`config.mk`:
```
export PLATFORM = sky130hd
export DESIGN_NAME = escaped_text_decoder
export DESIGN_NICKNAME = d
export VERILOG_FILES = /design/src/rtl/etd_pkg.sv /design/src/rtl/etd_front.sv /design/src/rtl/etd_fifo.sv /design/src/rtl/etd_back.sv /design/src/rtl/escaped_text_decoder.sv
export SDC_FILE = /design/constraint.sdc
export NUM_CORES = 1
export LEC_CHECK = 0
export ABC_CLOCK_PERIOD_IN_PS = 3500
export BUFFER_PORTS_ARGS = -buffer_cell sky130_fd_sc_hd__buf_2
export CAP_MARGIN = 20
export CORE_MARGIN = 3
export CORE_UTILIZATION = 45
export CTS_CLUSTER_SIZE = 20
export DETAILED_ROUTE_END_ITERATION = 12
export GPL_ROUTABILITY_DRIVEN = 0
export PLACE_DENSITY_LB_ADDON = 0.12
export SYNTH_ARGS = -nofsm -noshare
export SYNTH_HDL_FRONTEND = slang
export SYNTH_HIERARCHICAL = 1
export SYNTH_SLANG_ARGS = --single-unit
export TNS_END_PERCENT = 30
```
`constraint.sdc`:
```
create_clock -name clk_i -period 3.5 [get_ports clk_i]
set_input_delay 0.35 -clock clk_i [delete_from_list [all_inputs] [get_ports clk_i]]
set_output_delay 0.35 -clock clk_i [all_outputs]
set_load 0.01 [all_outputs]
```
`src/rtl/etd_pkg.sv`:
```
// ----------------------------------------------------------------------------
// etd_pkg
// shared types and character constants for the escaped text decoder
// ----------------------------------------------------------------------------
package etd_pkg;

  typedef struct packed {
    logic [7:0] coded_byte;
    logic       string_start;
  } in_item_t;

  typedef struct packed {
    logic [7:0] plain_byte;
    logic       run_last;
  } out_item_t;

  // repeat count of one command, 1 to 9
  localparam int unsigned CntW = 4;

  typedef struct packed {
    logic [7:0]      val;
    logic [CntW-1:0] cnt;
  } cmd_t;

  localparam logic [7:0] ChDigitOne  = 8'h31;  // '1'
  localparam logic [7:0] ChDigitNine = 8'h39;  // '9'
  localparam logic [7:0] ChDigitZero = 8'h30;  // '0'
  localparam logic [7:0] ChCtrlLow   = 8'h41;  // 'A'
  localparam logic [7:0] ChCtrlHigh  = 8'h5F;  // 'A' + 30
  localparam logic [7:0] ChUnder     = 8'h5F;  // '_'
  localparam logic [7:0] ChTilde     = 8'h7E;  // '~'
  localparam logic [7:0] ChCaret     = 8'h5E;  // '^'
  localparam logic [7:0] ChColon     = 8'h3A;  // ':'
  localparam logic [7:0] ChBackslash = 8'h5C;
  localparam logic [7:0] ChLowerN    = 8'h6E;
  localparam logic [7:0] ChLowerR    = 8'h72;
  localparam logic [7:0] ChEquals    = 8'h3D;
  localparam logic [7:0] ChSpace     = 8'h20;
  localparam logic [7:0] ChNewline   = 8'h0A;
  localparam logic [7:0] ChCr        = 8'h0D;
  localparam logic [7:0] ChNull      = 8'h00;

endpackage

```
`src/rtl/etd_front.sv`:
```
// ----------------------------------------------------------------------------
// etd_front
// classifies each coded byte and turns it into a value and repeat count
// ----------------------------------------------------------------------------
module etd_front import etd_pkg::*; (
  input  logic     clk_i,
  input  logic     rst_ni,
  input  logic     accept_i,
  input  in_item_t item_i,
  output logic     cmd_push_o,
  output cmd_t     cmd_o
);

  logic       esc_q, esc_d;
  logic       ctl_q, ctl_d;
  logic       ntm_q, ntm_d;
  logic [7:0] prev_q, prev_d;
  logic       prev_vld_q, prev_vld_d;

  logic       esc_c, ctl_c, ntm_c, prev_vld_c;
  logic [7:0] prev_c, c;
  logic       emit;
  logic [7:0] val;
  logic [CntW-1:0] cnt;

  always_comb begin
    c          = item_i.coded_byte;
    // start of string clears state before decoding
    esc_c      = item_i.string_start ? 1'b0 : esc_q;
    ctl_c      = item_i.string_start ? 1'b0 : ctl_q;
    ntm_c      = item_i.string_start ? 1'b0 : ntm_q;
    prev_c     = item_i.string_start ? 8'h00 : prev_q;
    prev_vld_c = item_i.string_start ? 1'b0 : prev_vld_q;

    emit  = 1'b0;
    val   = ChNull;
    cnt   = CntW'(1);
    esc_d = 1'b0;
    ctl_d = 1'b0;
    ntm_d = ntm_c;

    if (esc_c) begin
      if (c == ChLowerN) begin
        val = ChNewline; emit = 1'b1;
      end else if (c == ChLowerR) begin
        val = ChCr; emit = 1'b1;
      end else if (c == ChDigitZero) begin
        val = ChNull; emit = 1'b1;
      end else if (c == ChColon) begin
        val = ChEquals; emit = 1'b1;
      end else if (c inside {[ChDigitOne:ChDigitNine]}) begin
        val  = prev_c;
        cnt  = c[CntW-1:0];
        emit = prev_vld_c;
      end else begin
        val = c; emit = 1'b1;
      end
    end else if (ctl_c) begin
      if (c == ChTilde) begin
        val = ChNull; emit = 1'b1; ntm_d = 1'b1;
      end else if (c inside {[ChCtrlLow:ChCtrlHigh]}) begin
        val = {3'b000, c[4:0]}; emit = 1'b1;
      end
    end else begin
      if (c == ChUnder) begin
        val = ChSpace; emit = 1'b1;
      end else if (c == ChTilde) begin
        val = ntm_c ? ChNull : ChTilde; emit = 1'b1;
      end else if (c == ChBackslash) begin
        esc_d = 1'b1;
      end else if (c == ChCaret) begin
        ctl_d = 1'b1;
      end else begin
        val = c; emit = 1'b1;
      end
    end

    prev_d     = emit ? val : prev_c;
    prev_vld_d = prev_vld_c | emit;
  end

  always_ff @(posedge clk_i or negedge rst_ni) begin
    if (!rst_ni) begin
      esc_q      <= 1'b0;
      ctl_q      <= 1'b0;
      ntm_q      <= 1'b0;
      prev_q     <= 8'h00;
      prev_vld_q <= 1'b0;
    end else if (accept_i) begin
      esc_q      <= esc_d;
      ctl_q      <= ctl_d;
      ntm_q      <= ntm_d;
      prev_q     <= prev_d;
      prev_vld_q <= prev_vld_d;
    end
  end

  assign cmd_push_o = accept_i & emit;
  assign cmd_o      = '{val: val, cnt: cnt};

endmodule

```
`src/rtl/etd_fifo.sv`:
```
// ----------------------------------------------------------------------------
// etd_fifo
// short command queue between the classifier and the expander
// ----------------------------------------------------------------------------
module etd_fifo import etd_pkg::*; #(
  parameter int unsigned Depth = 4
) (
  input  logic clk_i,
  input  logic rst_ni,
  input  logic push_i,
  input  cmd_t data_i,
  output logic full_o,
  input  logic pop_i,
  output logic valid_o,
  output cmd_t data_o
);

  localparam int unsigned AW = (Depth > 1) ? $clog2(Depth) : 1;

  cmd_t          mem_q [Depth];
  logic [AW-1:0] wr_ptr_q, wr_ptr_d;
  logic [AW-1:0] rd_ptr_q, rd_ptr_d;
  logic [AW:0]   cnt_q, cnt_d;

  always_comb begin
    wr_ptr_d = wr_ptr_q;
    rd_ptr_d = rd_ptr_q;
    if (push_i) begin
      wr_ptr_d = (wr_ptr_q == AW'(Depth - 1)) ? '0 : wr_ptr_q + AW'(1);
    end
    if (pop_i) begin
      rd_ptr_d = (rd_ptr_q == AW'(Depth - 1)) ? '0 : rd_ptr_q + AW'(1);
    end
    cnt_d = cnt_q + (AW+1)'(push_i) - (AW+1)'(pop_i);
  end

  always_ff @(posedge clk_i or negedge rst_ni) begin
    if (!rst_ni) begin
      wr_ptr_q <= '0;
      rd_ptr_q <= '0;
      cnt_q    <= '0;
    end else begin
      wr_ptr_q <= wr_ptr_d;
      rd_ptr_q <= rd_ptr_d;
      cnt_q    <= cnt_d;
    end
  end

  always_ff @(posedge clk_i) begin
    if (push_i) begin
      mem_q[wr_ptr_q] <= data_i;
    end
  end

  assign full_o  = (cnt_q == (AW+1)'(Depth));
  assign valid_o = (cnt_q != '0);
  assign data_o  = mem_q[rd_ptr_q];

  a_cnt_bound: assert property (@(posedge clk_i) disable iff (!rst_ni)
    cnt_q <= (AW+1)'(Depth))
    else $error("command queue count beyond depth");

  a_no_overflow: assert property (@(posedge clk_i) disable iff (!rst_ni)
    full_o |-> !push_i)
    else $error("push into full command queue");

  a_no_underflow: assert property (@(posedge clk_i) disable iff (!rst_ni)
    !valid_o |-> !pop_i)
    else $error("pop from empty command queue");

endmodule

```
`src/rtl/etd_back.sv`:
```
// ----------------------------------------------------------------------------
// etd_back
// expands each command into its run of output bytes, one per transfer
// ----------------------------------------------------------------------------
module etd_back import etd_pkg::*; (
  input  logic      clk_i,
  input  logic      rst_ni,
  input  logic      cmd_valid_i,
  input  cmd_t      cmd_i,
  output logic      cmd_pop_o,
  input  logic      pop_i,
  output logic      empty_o,
  output out_item_t out_item_o
);

  logic            busy_q, busy_d;
  logic [7:0]      val_q, val_d;
  logic [CntW-1:0] rem_q, rem_d;
  logic            last, taken, load;

  assign last  = (rem_q == CntW'(1));
  assign taken = pop_i & busy_q;
  assign load  = cmd_valid_i & (~busy_q | (taken & last));

  always_comb begin
    busy_d = busy_q;
    val_d  = val_q;
    rem_d  = rem_q;
    if (load) begin
      busy_d = 1'b1;
      val_d  = cmd_i.val;
      rem_d  = cmd_i.cnt;
    end else if (taken) begin
      if (last) begin
        busy_d = 1'b0;
      end else begin
        rem_d = rem_q - CntW'(1);
      end
    end
  end

  always_ff @(posedge clk_i or negedge rst_ni) begin
    if (!rst_ni) begin
      busy_q <= 1'b0;
      rem_q  <= '0;
    end else begin
      busy_q <= busy_d;
      rem_q  <= rem_d;
    end
  end

  always_ff @(posedge clk_i) begin
    val_q <= val_d;
  end

  assign cmd_pop_o  = load;
  assign empty_o    = ~busy_q;
  assign out_item_o = '{plain_byte: val_q, run_last: last};

  a_rem_live: assert property (@(posedge clk_i) disable iff (!rst_ni)
    busy_q |-> (rem_q != '0 && rem_q <= CntW'(9)))
    else $error("run count out of range while busy");

  a_hold_run: assert property (@(posedge clk_i) disable iff (!rst_ni)
    (busy_q && !pop_i) |=> (busy_q && $stable(rem_q) && $stable(val_q)))
    else $error("waiting output changed without transfer");

  a_count_down: assert property (@(posedge clk_i) disable iff (!rst_ni)
    (busy_q && pop_i && !last) |=> (busy_q && rem_q == $past(rem_q) - CntW'(1)))
    else $error("run count did not step down");

endmodule

```
`src/rtl/escaped_text_decoder.sv`:
```
// ----------------------------------------------------------------------------
// escaped_text_decoder
// decodes escaped text one coded byte at a time into plain bytes
// ----------------------------------------------------------------------------
// path: with the expander idle, a byte that decodes is written into the command
//   queue and then loaded into the output register, where it shows on the output
// throughput: one coded byte a cycle while the queue has room; a repeat holds the
//   expander for up to nine output bytes, one per pop, as the queue absorbs input
// input stalls (full high) only when the CmdDepth-entry command queue is full
// reset: all decoder flags and the last-byte record clear, queue and output empty
// ----------------------------------------------------------------------------
module escaped_text_decoder import etd_pkg::*; #(
  parameter int unsigned CmdDepth = 4
) (
  input  logic      clk_i,
  input  logic      rst_ni,
  // input side, queue style
  input  logic      push,
  output logic      full,
  input  in_item_t  in_item_i,
  // result side, queue style
  output logic      empty,
  input  logic      pop,
  output out_item_t out_item_o
);

  logic accept;
  logic cmd_push, cmd_full, cmd_valid, cmd_pop;
  cmd_t cmd_in, cmd_out;

  // a coded byte transfers whenever the command queue has room
  assign full   = cmd_full;
  assign accept = push & ~cmd_full;

  // front: tracks escape, caret and null-tilde state plus the last emitted byte
  etd_front u_front (
    .clk_i      (clk_i),
    .rst_ni     (rst_ni),
    .accept_i   (accept),
    .item_i     (in_item_i),
    .cmd_push_o (cmd_push),
    .cmd_o      (cmd_in)
  );

  // decoupling queue of value/count commands
  etd_fifo #(
    .Depth (CmdDepth)
  ) u_fifo (
    .clk_i   (clk_i),
    .rst_ni  (rst_ni),
    .push_i  (cmd_push),
    .data_i  (cmd_in),
    .full_o  (cmd_full),
    .pop_i   (cmd_pop),
    .valid_o (cmd_valid),
    .data_o  (cmd_out)
  );

  // back: registered output, replays the value for the run length
  etd_back u_back (
    .clk_i       (clk_i),
    .rst_ni      (rst_ni),
    .cmd_valid_i (cmd_valid),
    .cmd_i       (cmd_out),
    .cmd_pop_o   (cmd_pop),
    .pop_i       (pop),
    .empty_o     (empty),
    .out_item_o  (out_item_o)
  );

endmodule

```
* After elaboration in Yosys (flattened, before gate mapping)
Memories as Yosys holds them, arrays and structs flattened.
Cells that the tools add are included.
** Cells by class
- Add/subtract/negate cells :: 5
- $lt $le $gt $ge :: 4
- Equal/unequal tests :: 13
- Mux-type cells :: 63
- Bitwise operators :: 9
- Reductions and logical operators :: 7
** Operator list (count)
- $mux W8 :: 14
- $eq A8 B7 Y1 const B :: 6
- $mux W1 :: 36
- $mux W4 :: 9
- $eq A8 B6 Y1 const B :: 2
- $ge A8 B6 Y1 const B :: 1
- $ge A8 B7 Y1 const B :: 1
- $le A8 B6 Y1 const B :: 1
- $le A8 B7 Y1 const B :: 1
- $mux W7 :: 1
- $and A1 B1 Y1 :: 5
- $mux W5 :: 1
- $add A2 B1 Y2 const B :: 2
- $eq A2 B2 Y1 const B :: 2
- $eq A4 B1 Y1 const B :: 1
- $mux W2 :: 2
- $reduce_and A2 Y1 :: 2
- $reduce_bool A2 Y1 :: 2
- $sub A4 B1 Y4 const B :: 1
- $add A3 B1 Y3 :: 1
- $eq A3 B3 Y1 const B :: 1
- $reduce_bool A3 Y1 :: 1
- $sub A3 B1 Y3 :: 1
- $logic_and A1 B1 Y1 :: 2
- other kinds (3) :: 5
** Storage, ports and cells
- Register bits after elaboration :: 32
- Memory bits (writable) :: 48
- Bits of input ports :: 13
- Output and inout bits :: 11
- Memories :: 1
** Memories
- u_fifo.mem_q :: depth 4, bits a word 12, rd ports 1, clocked after Yosys merged registers in 0, wr ports 1, line etd_fifo.sv:20 : cmd_t mem_q [Depth];

* Depth between registers and ports, before layout
- Depth in word-level cells :: 11
- Gate-level depth with buffers :: 10
- Mapped depth without buffers :: 9

* By module
The synthesis kept the hierarchy.
** By module, submodules not included
- etd_fifo :: times used 1, cells each 99, area each 2172.1 um^2, seq. area each 1616.6 um^2
- etd_front :: times used 1, cells each 137, area each 1097.3 um^2, seq. area each 300.3 um^2
- etd_back :: times used 1, cells each 48, area each 628.1 um^2, seq. area each 365.4 um^2
- escaped_text_decoder :: times used 1, cells each 1, area each 13.8 um^2, seq. area each 0.0 um^2

* Least setup slack after synthesis
No wires, ideal clock.
- Path kind :: input-to-reg
- From :: input in_item_i[2] in the netlist's numbering
- To :: register u_fifo.cnt_q[2]
- Arrival :: 2.681 ns
- Required time :: 3.377 ns
- Path slack :: 0.697 ns
- Stages on the path :: 10
- Path buffers :: 2
- Cell sequence :: buf_6 or4_4 o2111a_1 or3_1 o21bai_1 o311a_1 buf_2 ha_1 fa_1 xnor2_1
** On the way
- Word-level cells in the longest chain between the ends :: 11
** Ends and longest elaborated chain
- start, declared :: line escaped_text_decoder.sv:20 : input in_item_t in_item_i,
- $ge A8 B6 Y1 / $le A8 B6 Y1 (equally long branches) :: line etd_front.sv:51 : end else if (c inside {[ChDigitOne:ChDigitNine]}) begin
- $logic_and A1 B1 Y1 :: line etd_front.sv:51
- $mux W1 :: line etd_front.sv:51
- $mux W1 :: line etd_front.sv:49 : end else if (c == ChColon) begin
- $mux W1 :: line etd_front.sv:47 : end else if (c == ChDigitZero) begin
- $mux W1 :: line etd_front.sv:45 : end else if (c == ChLowerR) begin
- $mux W1 :: line etd_front.sv:43 : if (c == ChLowerN) begin
- $mux W1 (*) :: line etd_front.sv:42 : if (esc_c) begin
- $and A1 B1 Y1 (*) :: line etd_front.sv:98 : assign cmd_push_o = accept_i & emit;
- net cmd_push :: line escaped_text_decoder.sv:28 : logic cmd_push, cmd_full, cmd_valid, cmd_pop;
- $add A3 B1 Y3 (*) :: line etd_fifo.sv:34 : cnt_d = cnt_q + (AW+1)'(push_i) - (AW+1)'(pop_i);
- $sub A3 B1 Y3 (*) :: line etd_fifo.sv:34
- net u_fifo.cnt_d[2] :: line etd_fifo.sv:23 : logic [AW:0] cnt_q, cnt_d;
- end signal, assigned :: line etd_fifo.sv:45 : cnt_q <= cnt_d;
- end, declared :: line etd_fifo.sv:23
Mark *: on every way through the listed nets, which the timed path passes. The rest lies on a longest branch.
A chain may end at the register's enable or synchronous reset.

* Final worst setup path
- From :: register u_front.esc_q
- To :: register u_fifo.cnt_q[2]
** On the way
- Word-level cells in the longest chain between the ends :: 5
** Ends and longest elaborated chain
- start, declared :: line etd_front.sv:14 : logic esc_q, esc_d;
- start signal, assigned :: line etd_front.sv:90 : esc_q <= esc_d;
- $mux W1 :: line etd_front.sv:29 : esc_c = item_i.string_start ? 1'b0 : esc_q;
- $mux W1 :: line etd_front.sv:42
- $and A1 B1 Y1 :: line etd_front.sv:98
- net cmd_push :: line escaped_text_decoder.sv:28
- $add A3 B1 Y3 :: line etd_fifo.sv:34
- $sub A3 B1 Y3 :: line etd_fifo.sv:34
- net u_fifo.cnt_d[2] :: line etd_fifo.sv:23
The timed path passes the listed nets, and every way through them passes these cells.

==> results.md <==
- Worst slack, placed: 0.555 ns
- Post-route ant nets: 0
- Vias: 2375
- Total GRT Usage: 15.7%
- Ant. Diodes: 0
- Final Net Count: 331
- Router iterations before antenna repair: 4
- Max-cap violations: 0
- Seq cells post-synth: 80
- Die X: 99.2 um
- Synth unique cells: 62
- Mapped Cells: 285
- Clock buffer depth: 2
- Detailed Place HPWL: 4960 um
- Synth Warn #: 6
- # DRC: 0
- Hold buffer count at CTS: 0
- EDFF count, synth: 56
- Row cnt: 33
- Root Buffer: clkbuf_8
- Num CTS Buffers: 9
- Worst Setup EP: u_fifo/cnt_q[2]
- Worst-path clk slew: 0.09 ns
- Outcome: finished with violations
- Global-route wire length before repair: 12200 um
- Ys async rst share: 30.0%
- Syn Nets: 308
- R2R cell count: 7
- Final setup TNS: 0 ns
- R2r endpoint: u_fifo/cnt_q[2]
- Post-synthesis sequential area ratio: 58.3%
- Worst EP arrival: 2.85 ns
- Vias/cell: 5.68
- Setup crit start: u_front/esc_q
- Average cell area after synthesis: 13.7 um2
- Core Area: 8340 um2
- H-Tree Depth: 3
- RSZ-0062 raised after global routing: false
- Clk_skew: 0.00984 ns
- Final setup viols: 0
- Crit Path Category: reg2reg
- Static Leak: 0.00164 uW
- Iter 0 DRT Violations: 120
- Final core utilization: 51.9%
- CP Capture Type: register
- Die ar.: 9850 um2
- Layout area overhead: 10.6%
- Clk sinks: 80
- Avg WL per Cell: 17.0 um
- Final hold viol count: 4
- Grt total ovfl: 0
- Hold_ws: -0.0115 ns
- CTS resizes: 0
- Final Max Tran Viols: 0
- Post-synthesis cell area: 3910 um2
- I/O pins: 24
- Failing checks: hold timing
- Total routed wirelength: 7110 um
- Worst EP required: 3.73 ns
- Worst R2R Setup Slack: 0.88 ns
- PortBufs: 23
- Worst-Margin Slew: 0.813 ns
- Seq. cell area: 2280 um2
- Clk_lat worst skew: 0.34 ns
- Ys flop type: edfxtp_1
- Fmax: 381 MHz
- Antenna violations before repair: 0
- Die height: 99.2 um
- Fin crit period: 2.62 ns
- Initial Utilization: 46.9%
- Largest fanout on the critical path: 9
- RR Startpoint: u_front/esc_q
- Vias in the first global route: 2340
- Final period utilization: 75.0%
- Peak VDD IR: 0.225 mV
- Post CTS Setup Buffer Count: 0
- Largest net degree at the start of global routing: 25
- Power per cell area: 662 nW/um2
- TritonCTS clock tree: yes
- Fraction of layout instances using a drive strength above 1: 21.4%
- Slew margin rel.: 45.8%
- Multi-input gate area: 1470 um2
- Crit path launch type: register
- Hold Crit Class: in2async
- Final worst setup slack: 0.876 ns
- Fillcell total: 722
-- logic make-up after synthesis --
group / count (synthesis) / share of synthesized area, %
flops: 80 / 58.3
fa+ha+maj: 10 / 3.39
xor+xnor: 4 / 0.896
buf+inv: 31 / 4.06
mux: 19 / 9.18
simple gates: 81 / 12.4
compound gates: 60 / 11.7
-- how the worst min path moves through the flow --
stage,endpoint,depth (start not counted),startpoint
after floorplan,u_back/busy_q,0,rst_ni
after global routing,u_back/rem_q[3],1,rst_ni
after global placement,u_back/rem_q[3],1,rst_ni
after detailed placement,u_back/rem_q[3],1,rst_ni
final,u_back/rem_q[3],1,rst_ni
after CTS,u_back/rem_q[3],1,rst_ni
-- power by group --
part | internal [uW] | switching, uW | total, uW
Sequential | 1260 | 169 | 1430
Combinational | 353 | 315 | 668
Clock | 418 | 349 | 767
Total | 2030 | 833 | 2870
-- flip-flops by register name, summed over array words and instances, names as in the netlist --
name / cells
u_front/prev_q: 8
u_front/prev_vld_q: 1
u_back/val_q: 8
u_front/esc_q: 1
u_fifo/wr_ptr_q: 2
u_front/ctl_q: 1
u_back/rem_q: 4
u_fifo/mem_q: 48
u_fifo/cnt_q: 3
u_fifo/rd_ptr_q: 2
u_back/busy_q: 1
u_front/ntm_q: 1
-- Yosys cell counts, types with 7 or more instances --
library cell / instances / area, um2
and2_1: 7 / 43.8
ha_1: 9 / 113
edfxtp_1: 56 / 1680
nand2_1: 13 / 48.8
inv_1: 15 / 56.3
dfrtp_1: 24 / 601
mux4_2: 8 / 180
o21ai_0: 12 / 60.1
nor2_1: 16 / 60.1
a22o_1: 10 / 87.6
a21oi_1: 8 / 40.0
-- final cells by class --
| type | instances | share of cell area [%] |
|---|---|---|
| clock buffer | 9 | 2.86 |
| clock inverter | 7 | 2.52 |
| inverter | 15 | 1.30 |
| multi-input combinational | 174 | 34.0 |
| sequential | 80 | 52.8 |
| tap | 105 | 3.04 |
| timing repair buffer | 28 | 3.53 |
-- per-stage QoR --
step	hold WS, ns	instance area (um2)	total power [uW]	instances
global route	0.0183	4330	3060	418
floorplan	0.0544	3910	1980	285
CTS	0.00130	4330	2910	418
finish	-0.0115	4330	2870	418
detailed placement	0.383	4090	2140	402
global placement	0.382	4090	2120	402
-- critical path, stage by stage, from the launching register on --
cell	delay (ns)
dfrtp_1	0.41
nor2b_1	0.36
o41ai_1	0.16
or2_2	0.38
o311a_1	0.45
ha_1	0.24
fa_1	0.38
xnor2_1	0.13
-- placed cells by master (no fill, tap or decap), drive strengths merged, types with 10 or more instances in the layout --
| cell | synthesis | layout |
|---|---|---|
| o21ai | 12 | 12 |
| edfxtp | 56 | 56 |
| buf | 10 | 28 |
| inv | 15 | 19 |
| dfrtp | 24 | 24 |
| mux4 | 12 | 12 |
| a22o | 10 | 10 |
| nor2 | 16 | 16 |
| nand2 | 13 | 13 |
-- layer usage --
metal | vias up | global-route usage, % | share of wire [%]
li1 | 1141 | - | -
met1 | 1163 | 21.5 | 46
met2 | 67 | 25.3 | 49
met4 | 0 | 3.78 | 0.62
met3 | 4 | 3.93 | 5.1
met5 | - | 0 | 0
Note: power is estimated with default switching activity, not from simulation.
